File: config.mk
export PLATFORM = sky130hd
export DESIGN_NAME = fwds_ctrl
export DESIGN_NICKNAME = d
export VERILOG_FILES = /design/src/fwds_pkg.sv /design/src/fwds_ctrl.sv
export SDC_FILE = /design/constraint.sdc
export NUM_CORES = 1
export LEC_CHECK = 0
export BUFFER_PORTS_ARGS = -buffer_cell sky130_fd_sc_hd__buf_4
export CAP_MARGIN = 20
export CORE_ASPECT_RATIO = 1.5
export CORE_UTILIZATION = 50
export DETAILED_ROUTE_END_ITERATION = 12
export HOLD_SLACK_MARGIN = 0.03
export PLACE_DENSITY = 0.73
export SETUP_SLACK_MARGIN = 0.4
export SLEW_MARGIN = 20
export SYNTH_ARGS = -nofsm -noshare
export SYNTH_HDL_FRONTEND = slang
export SYNTH_SLANG_ARGS = --single-unit
File: constraint.sdc
create_clock -name clk -period 5.4 [get_ports clk]
set_input_delay 1.08 -clock clk [delete_from_list [all_inputs] [get_ports clk]]
set_output_delay 1.08 -clock clk [all_outputs]
set_load 0.01 [all_outputs]
File: src/fwds_pkg.sv
// ----------------------------------------------------------------------------
// fwds_pkg
// Shared types and constants for the Frank-Wolfe densest-subgraph pass engine.
// ----------------------------------------------------------------------------
package fwds_pkg;

  localparam int NODE_FW  = 12;
  localparam int NC_FW    = 13;
  localparam int LOAD_W   = 32;
  localparam int STEP_FW  = 17;
  localparam int HELD_W   = 15;
  localparam int OPC_W    = 3;
  localparam int CFG_IW   = 2;

  localparam logic [LOAD_W-1:0] SAT32            = '1;
  localparam logic [LOAD_W-1:0] SCALE_RESET      = 32'd131072;
  localparam logic [NC_FW-1:0]  NODE_COUNT_RESET = 13'd4096;

  typedef enum logic [OPC_W-1:0] {
    OP_CLEAR       = 3'd0,
    OP_ADD_EDGE    = 3'd1,
    OP_SET_WEIGHT  = 3'd2,
    OP_RUN_PASS    = 3'd3,
    OP_READ_NODE   = 3'd4
  } op_t;

  typedef enum logic [CFG_IW-1:0] {
    CFG_DIRECTED   = 2'd0,
    CFG_OUT_SCALE  = 2'd1,
    CFG_IN_SCALE   = 2'd2,
    CFG_NODE_COUNT = 2'd3
  } cfg_reg_t;

  typedef enum logic [4:0] {
    C_NONE, C_LATCH, C_ZERO_WR, C_EDGE_CLR, C_CNT_CLR, C_AE_WR, C_SET_W,
    C_READ_RD, C_READ_CAP, C_DECAY_RD, C_DECAY_WR, C_E_RD, C_E_RDA, C_E_RDB,
    C_E_DEC, C_R_CAP, C_ADD_RD, C_ADD_CALC, C_ADD_QUO, C_ADD_WR, C_RESULT
  } cmd_op_t;

  // operand selection for the shared load-update sequence
  typedef enum logic [2:0] {
    SEL_NONE, SEL_SRC_HALF, SEL_DST_HALF, SEL_SRC_STEP, SEL_DST_STEP,
    SEL_SRC_SF, SEL_DST_SS
  } sel_t;

  typedef struct packed {
    cmd_op_t op;
    sel_t    sel;
  } dp_cmd_t;

  typedef struct packed {
    op_t  op;
    logic add_bad;
    logic idx_bad;
    logic directed;
    logic sync;
    logic i_lt_all;
    logic i_lt_nc;
    logic i_lt_ec;
    logic lower;
    logic div_done;
  } dp_stat_t;

  typedef enum logic [4:0] {
    S_INIT_CLR, S_IDLE, S_DISPATCH, S_CLR, S_SETW, S_RD, S_RD_CAP, S_AE_WR,
    S_AE_SEL2, S_DEC_HEAD, S_DEC_WR, S_E_HEAD, S_E_RDA, S_E_RDB, S_E_DEC,
    S_E_SEL, S_Z_HEAD, S_R_HEAD, S_R_CAP, S_R_SEL1, S_R_SEL2, S_ADD_RD,
    S_ADD_CALC, S_ADD_DIV, S_ADD_WR, S_RESULT
  } state_t;

  typedef enum logic [2:0] {
    RET_AE2, RET_RESULT, RET_EDGE, RET_REB2, RET_REB_NEXT
  } ret_t;

endpackage

File: src/fwds_ctrl.sv
// ----------------------------------------------------------------------------
// fwds_ctrl
// Controller: sequences requests, sweeps and the shared load-update routine.
// ----------------------------------------------------------------------------
module fwds_ctrl
  import fwds_pkg::*;
(
  input  logic     clk,
  input  logic     rst,
  input  logic     start,
  output logic     busy,
  input  dp_stat_t stat,
  output dp_cmd_t  cmd
);

  state_t state, state_next;
  ret_t   ret, ret_next;

  assign busy = state != S_IDLE;

  always_ff @(posedge clk) begin
    if (rst) begin
      state <= S_INIT_CLR;
      ret   <= RET_RESULT;
    end else begin
      state <= state_next;
      ret   <= ret_next;
    end
  end

  always_comb begin
    state_next = state;
    ret_next   = ret;
    cmd.op     = C_NONE;
    cmd.sel    = SEL_NONE;
    case (state)
      S_INIT_CLR: begin
        if (stat.i_lt_all) cmd.op = C_ZERO_WR;
        else               state_next = S_IDLE;
      end
      S_IDLE: begin
        if (start) begin
          cmd.op     = C_LATCH;
          state_next = S_DISPATCH;
        end
      end
      S_DISPATCH: begin
        case (stat.op)
          OP_CLEAR:      state_next = S_CLR;
          OP_ADD_EDGE:   state_next = stat.add_bad ? S_RESULT : S_AE_WR;
          OP_SET_WEIGHT: state_next = S_SETW;
          OP_RUN_PASS:   state_next = stat.sync ? S_DEC_HEAD : S_E_HEAD;
          OP_READ_NODE:  state_next = stat.idx_bad ? S_RESULT : S_RD;
          default:       state_next = S_RESULT;
        endcase
      end
      S_CLR: begin
        if (stat.i_lt_all) begin
          cmd.op = C_ZERO_WR;
        end else begin
          cmd.op     = C_EDGE_CLR;
          state_next = S_RESULT;
        end
      end
      S_SETW: begin
        cmd.op     = C_SET_W;
        state_next = S_RESULT;
      end
      S_RD: begin
        cmd.op     = C_READ_RD;
        state_next = S_RD_CAP;
      end
      S_RD_CAP: begin
        cmd.op     = C_READ_CAP;
        state_next = S_RESULT;
      end
      S_AE_WR: begin
        cmd.op     = C_AE_WR;
        cmd.sel    = SEL_SRC_HALF;
        ret_next   = RET_AE2;
        state_next = S_ADD_RD;
      end
      S_AE_SEL2: begin
        cmd.sel    = SEL_DST_HALF;
        ret_next   = RET_RESULT;
        state_next = S_ADD_RD;
      end
      S_DEC_HEAD: begin
        if (stat.i_lt_nc) begin
          cmd.op     = C_DECAY_RD;
          state_next = S_DEC_WR;
        end else begin
          cmd.op     = C_CNT_CLR;
          state_next = S_E_HEAD;
        end
      end
      S_DEC_WR: begin
        cmd.op     = C_DECAY_WR;
        state_next = S_DEC_HEAD;
      end
      S_E_HEAD: begin
        if (stat.i_lt_ec) begin
          cmd.op     = C_E_RD;
          state_next = S_E_RDA;
        end else if (stat.sync) begin
          state_next = S_RESULT;
        end else begin
          cmd.op     = C_CNT_CLR;
          state_next = S_Z_HEAD;
        end
      end
      S_E_RDA: begin
        cmd.op     = C_E_RDA;
        state_next = S_E_RDB;
      end
      S_E_RDB: begin
        cmd.op     = C_E_RDB;
        state_next = S_E_DEC;
      end
      S_E_DEC: begin
        cmd.op     = C_E_DEC;
        state_next = stat.sync ? S_E_SEL : S_E_HEAD;
      end
      S_E_SEL: begin
        cmd.sel    = stat.lower ? SEL_SRC_STEP : SEL_DST_STEP;
        ret_next   = RET_EDGE;
        state_next = S_ADD_RD;
      end
      S_Z_HEAD: begin
        if (stat.i_lt_nc) begin
          cmd.op = C_ZERO_WR;
        end else begin
          cmd.op     = C_CNT_CLR;
          state_next = S_R_HEAD;
        end
      end
      S_R_HEAD: begin
        if (stat.i_lt_ec) begin
          cmd.op     = C_E_RD;
          state_next = S_R_CAP;
        end else begin
          state_next = S_RESULT;
        end
      end
      S_R_CAP: begin
        cmd.op     = C_R_CAP;
        state_next = S_R_SEL1;
      end
      S_R_SEL1: begin
        cmd.sel    = SEL_SRC_SF;
        ret_next   = RET_REB2;
        state_next = S_ADD_RD;
      end
      S_R_SEL2: begin
        cmd.sel    = SEL_DST_SS;
        ret_next   = RET_REB_NEXT;
        state_next = S_ADD_RD;
      end
      S_ADD_RD: begin
        cmd.op     = C_ADD_RD;
        state_next = S_ADD_CALC;
      end
      S_ADD_CALC: begin
        cmd.op     = C_ADD_CALC;
        state_next = stat.directed ? S_ADD_WR : S_ADD_DIV;
      end
      S_ADD_DIV: begin
        if (stat.div_done) begin
          cmd.op     = C_ADD_QUO;
          state_next = S_ADD_WR;
        end
      end
      S_ADD_WR: begin
        cmd.op = C_ADD_WR;
        case (ret)
          RET_AE2:      state_next = S_AE_SEL2;
          RET_EDGE:     state_next = S_E_HEAD;
          RET_REB2:     state_next = S_R_SEL2;
          RET_REB_NEXT: state_next = S_R_HEAD;
          default:      state_next = S_RESULT;
        endcase
      end
      S_RESULT: begin
        cmd.op     = C_RESULT;
        state_next = S_IDLE;
      end
      default: state_next = S_IDLE;
    endcase
  end

endmodule

Word-level counts from Yosys, hierarchy flattened

Cells that the tools add are included.
W data, S select, Z words.

Eq/ne operators: 38
Multiplexer cells: 30
Reductions and logical operators: 7

Operators by type and width:

| cell                 | number |
|---|---|
| $pmux W5 S21         | 1 |
| $pmux W5 S20         | 1 |
| $eq A5 B5 Y1 const B | 10 |
| $mux W5              | 9 |
| $eq A5 B4 Y1 const B | 8 |
| $pmux W3 S5          | 2 |
| $pmux W5 S5          | 1 |
| $mux W4              | 6 |
| $eq A5 B3 Y1 const B | 4 |
| $pmux W5 S4          | 1 |
| $eq A3 B2 Y1 const B | 4 |
| $mux W3              | 4 |
| $eq A5 B2 Y1 const B | 2 |
| $ne A2 B2 Y1 const B | 5 |
| $eq A3 B3 Y1 const B | 2 |
| $logic_not A3 Y1     | 2 |
| $eq A5 B1 Y1 const B | 1 |
| $logic_not A5 Y1     | 1 |
| $ne A5 B1 Y1 const B | 1 |
| $reduce_and A5 Y1    | 1 |
| $reduce_bool A5 Y1   | 1 |
| $reduce_or A5 Y1     | 1 |
| $mux W2              | 2 |
| $eq A3 B1 Y1 const B | 1 |
| other kinds (2)      | 4 |

Bits in registers: 8
Logic and storage cells: 77

Logic depth before layout (Yosys ltp)

Word-level depth: 3
Depth in mapped cells: 7
Depth with buffers taken out: 5

Worst setup path after synthesis

No wires, ideal clock.

Path type: input to output
From: input port stat[3] in the netlist's numbering
To: output port cmd[5] in the netlist's numbering
Data arrival time: 1.774 ns
Path slack: 2.546 ns
Stages: 4
Path through: or3_1 -> nand2_1 -> a22oi_1 -> o21ai_0

RTL lines:

| element     | RTL line        | text |
|---|---|---|
| from (decl) | fwds_ctrl.sv:12 | `input dp_stat_t stat,` |
| to (decl)   | fwds_ctrl.sv:13 | `output dp_cmd_t cmd` |

==> summary.md <==
| Metric | Value |
|---|---|
| Status | `finished, final reports clean` |
| Switching power | `~57 uW` |
| Via count | `1,822` |
| Largest net degree at the start of global routing | `33` |
| GRT Util Overall | `0.316` |
| Unrepaired setup endpoints after global routing | `no` |
| Seq pwr share | `0.330` |
| CTS Buffer Depth | `2` |
| Post-cts sizing count | `0` |
| Die width | `45.8 um` |
| Final setup viols | `0` |
| # clock sinks | `8` |
| Antenna violations before repair | `0` |
| Dpl cells | `266` |
| Number of synthesized flops with an enable pin | `0` |
| Mapped cell area | `1440 um^2` |
| Pins Over Slew Limit | `0` |
| Top FF cell, synth | `dfxtp_1` |
| Post-synth ARST share | `0` |
| Top-area cell type share of the netlist area | `0.111` |
| Number of port buffers | `23` |
| Worst-skew pair later-pin latency | `between 0.2 and 0.25 ns` |
| Hold crit path type | `reg -> reg` |
| Max-cap violations | `0` |
| Die height | `67.8 um` |
| Number of hold violations in the final report | `0` |
| Synth top area cells | `dfxtp_1, a21oi_1, nor2_1` |
| Syn avg cell area | `between 6 and 7 um^2` |
| Final setup margin | `between 2 and 2.5 ns` |
| Worst-margin pin slew | `0.849 ns` |
| Crit-path max FO | `28` |
| I/O pin cnt | `24` |
| Internal Pwr Total | `between 100 and 150 uW` |
| Sw frac | `0.302` |
| Crit path capture type | `output pin` |
| Multi-input gate area | `around 1100 um^2` |
| Total Power Consumption | `about 190 uW` |
| CTS Root Cell | `clkbuf_8` |
| FF/Latch Area | `160 um^2` |
| Seq cells post-synth | `8` |
| GRT Residual Overflow | `0` |
| Wirelength per Cell | `16.8 um` |
| Avg Vias per Cell | `~6.8` |
| Synth Warn # | `0` |
| Fin Setup TNS | `0 ns` |
| Die ar. | `approximately 3100 um^2` |
| Fillers | `about 290` |
| Max transition margin | `0.433` |
| DRC errors left | `0` |
| CP required | `between 4 and 5 ns` |
| Period utilisation layout | `0.597` |
| Hold WS | `0.581 ns` |
| Routed Antenna Nets | `0` |
| Clock Power Share | `0.378` |
| Startpoint Class | `flip-flop` |
| Tmin final | `3.22 ns` |
| Maximum VDD drop | `0.0638 mV` |
| Post-DP HPWL | `3.18 mm` |
| Routed wire length | `approximately 4.5 mm` |
| Comb power frac | `0.293` |
| Highest achievable clock rate | `about 310 MHz` |
| Starting Density | `0.533` |
| Cells after Synth | `between 200 and 250` |
| CP Data Arrival Time | `around 2.1 ns` |
| Area delta synth->final | `11.7%` |
| Clock transition at the registers of the reported paths | `~0.040 ns` |
| Initial drt markers | `about 140` |
| Worst slack, placed | `2.37 ns` |
| Rows | `23` |
| Post-CTS setup buffers | `0` |
| P_leak | `about 0.00061 uW` |
| Crit path kind | `reg -> out` |
| Clock Skews | `about 0.0017 ns` |
| Syn Nets | `roughly 240` |
| Htree depth | `1` |
| Post-synthesis sequential area ratio | `0.111` |
| Count of cell types in the netlist | `53` |
| Layout cell share with drive strength beyond 1 | `0.164` |
| Fin nets | `about 250` |
| CTS tree | `built` |
| Vias in the first global route | `around 1,600` |
| Area leader, netlist | `dfxtp_1` |
| Placer Congestion | `roughly 1` |
| First-pass GRT wire length | `roughly 7.4 mm` |
| PwrDens | `118 nW/um^2` |
| Drt first pass iters | `6` |
| Layout Cells excl Fill | `between 200 and 300` |
| CTS Buf Count | `3` |
| Hold buffers post-CTS | `0` |
| Core ar. | `roughly 2700 um^2` |
| Number of diodes | `0` |
## synth_stat cells, drive strengths merged, types with 3 or more instances
cell / count
a2111oi: 3
a21oi: 23
a31oi: 10
and3b: 3
buf: 16
clkbuf: 6
dfxtp: 8
inv: 5
mux2i: 3
nand2: 16
nand2b: 8
nand3b: 3
nor2: 28
nor2b: 10
nor3: 8
nor3b: 3
nor4: 4
o21ai: 16
o22ai: 4
o31ai: 7
xor2: 3
## placed cells by master (no fill, tap or decap), types with 4 or more instances in the layout
master,synthesis,final
nor2b_1,10,10
o22ai_1,4,4
nand2b_1,8,8
nor2_1,28,28
dfxtp_1,8,8
o31ai_1,7,7
o21ai_0,16,16
nand2_1,16,16
buf_4,2,28
nor3_1,8,8
a31oi_1,10,10
a21oi_1,23,23
inv_1,4,4
## metrics by stage
step	instance area, um^2	utilization
floorplan	1440	-
global placement	1570	0.580
detailed placement	1570	0.580
CTS	1610	0.595
global route	1610	0.595
finish	1610	0.595
## state kept, by name, indices dropped and copies added, names as in the netlist
signal	count
ret	3
state	5
## power by group through the flow
stage / registers [uW] / logic [uW] / clock network, uW
after global placement: 63.2 / 53.9 / 0
final: 62.4 / 55.5 / 71.5
after CTS: 62.4 / 54.3 / 70.9
after floorplan: 62.3 / 34.6 / 0
after global routing: 62.7 / 60.1 / 75.4
after detailed placement: 63.3 / 54.1 / 0
## final timing paths
kind                            cells past startpoint  slack, ns  startpoint       end
worst max-delay path                                6       2.18    state[3]    cmd[5]
worst min-delay path                                2       0.58      ret[2]    ret[2]
worst max register to register                      6       3.05    state[3]  state[0]
worst min register to register                      2       0.58      ret[2]    ret[2]
## final cells by class
type                       instances  share of cell area
inverter                           5              0.0117
tap                               37              0.0287
sequential                         8              0.0995
timing repair buffer              28               0.131
clock buffer                       3              0.0256
multi-input combinational        188               0.704
## cell families (layout without fill, tap and decap cells)
logic type,after synthesis,count (layout),synth area share
AO/OA/AOI/OAI,85,85,0.381
XOR/XNOR,3,3,0.0182
buffers and inverters,27,36,0.102
flip-flops,8,8,0.111
multiplexers,3,3,0.0208
AND/OR/NAND/NOR,97,97,0.366
## worst max-delay path: stages, from the launching register on
cell      delay (ns)
dfxtp_1         0.87
buf_4           0.33
nand2_1         0.13
o31ai_1         0.24
a222oi_1        0.10
o21ai_0         0.10
buf_4           0.14
## layer usage
metal | part of all wire | track usage
met5 | 0 | 0
met1 | 0.39 | 0.439
met4 | 0.042 | 0.136
met2 | 0.47 | 0.481
met3 | 0.095 | 0.0348
Power figures use the tool's default switching activity.
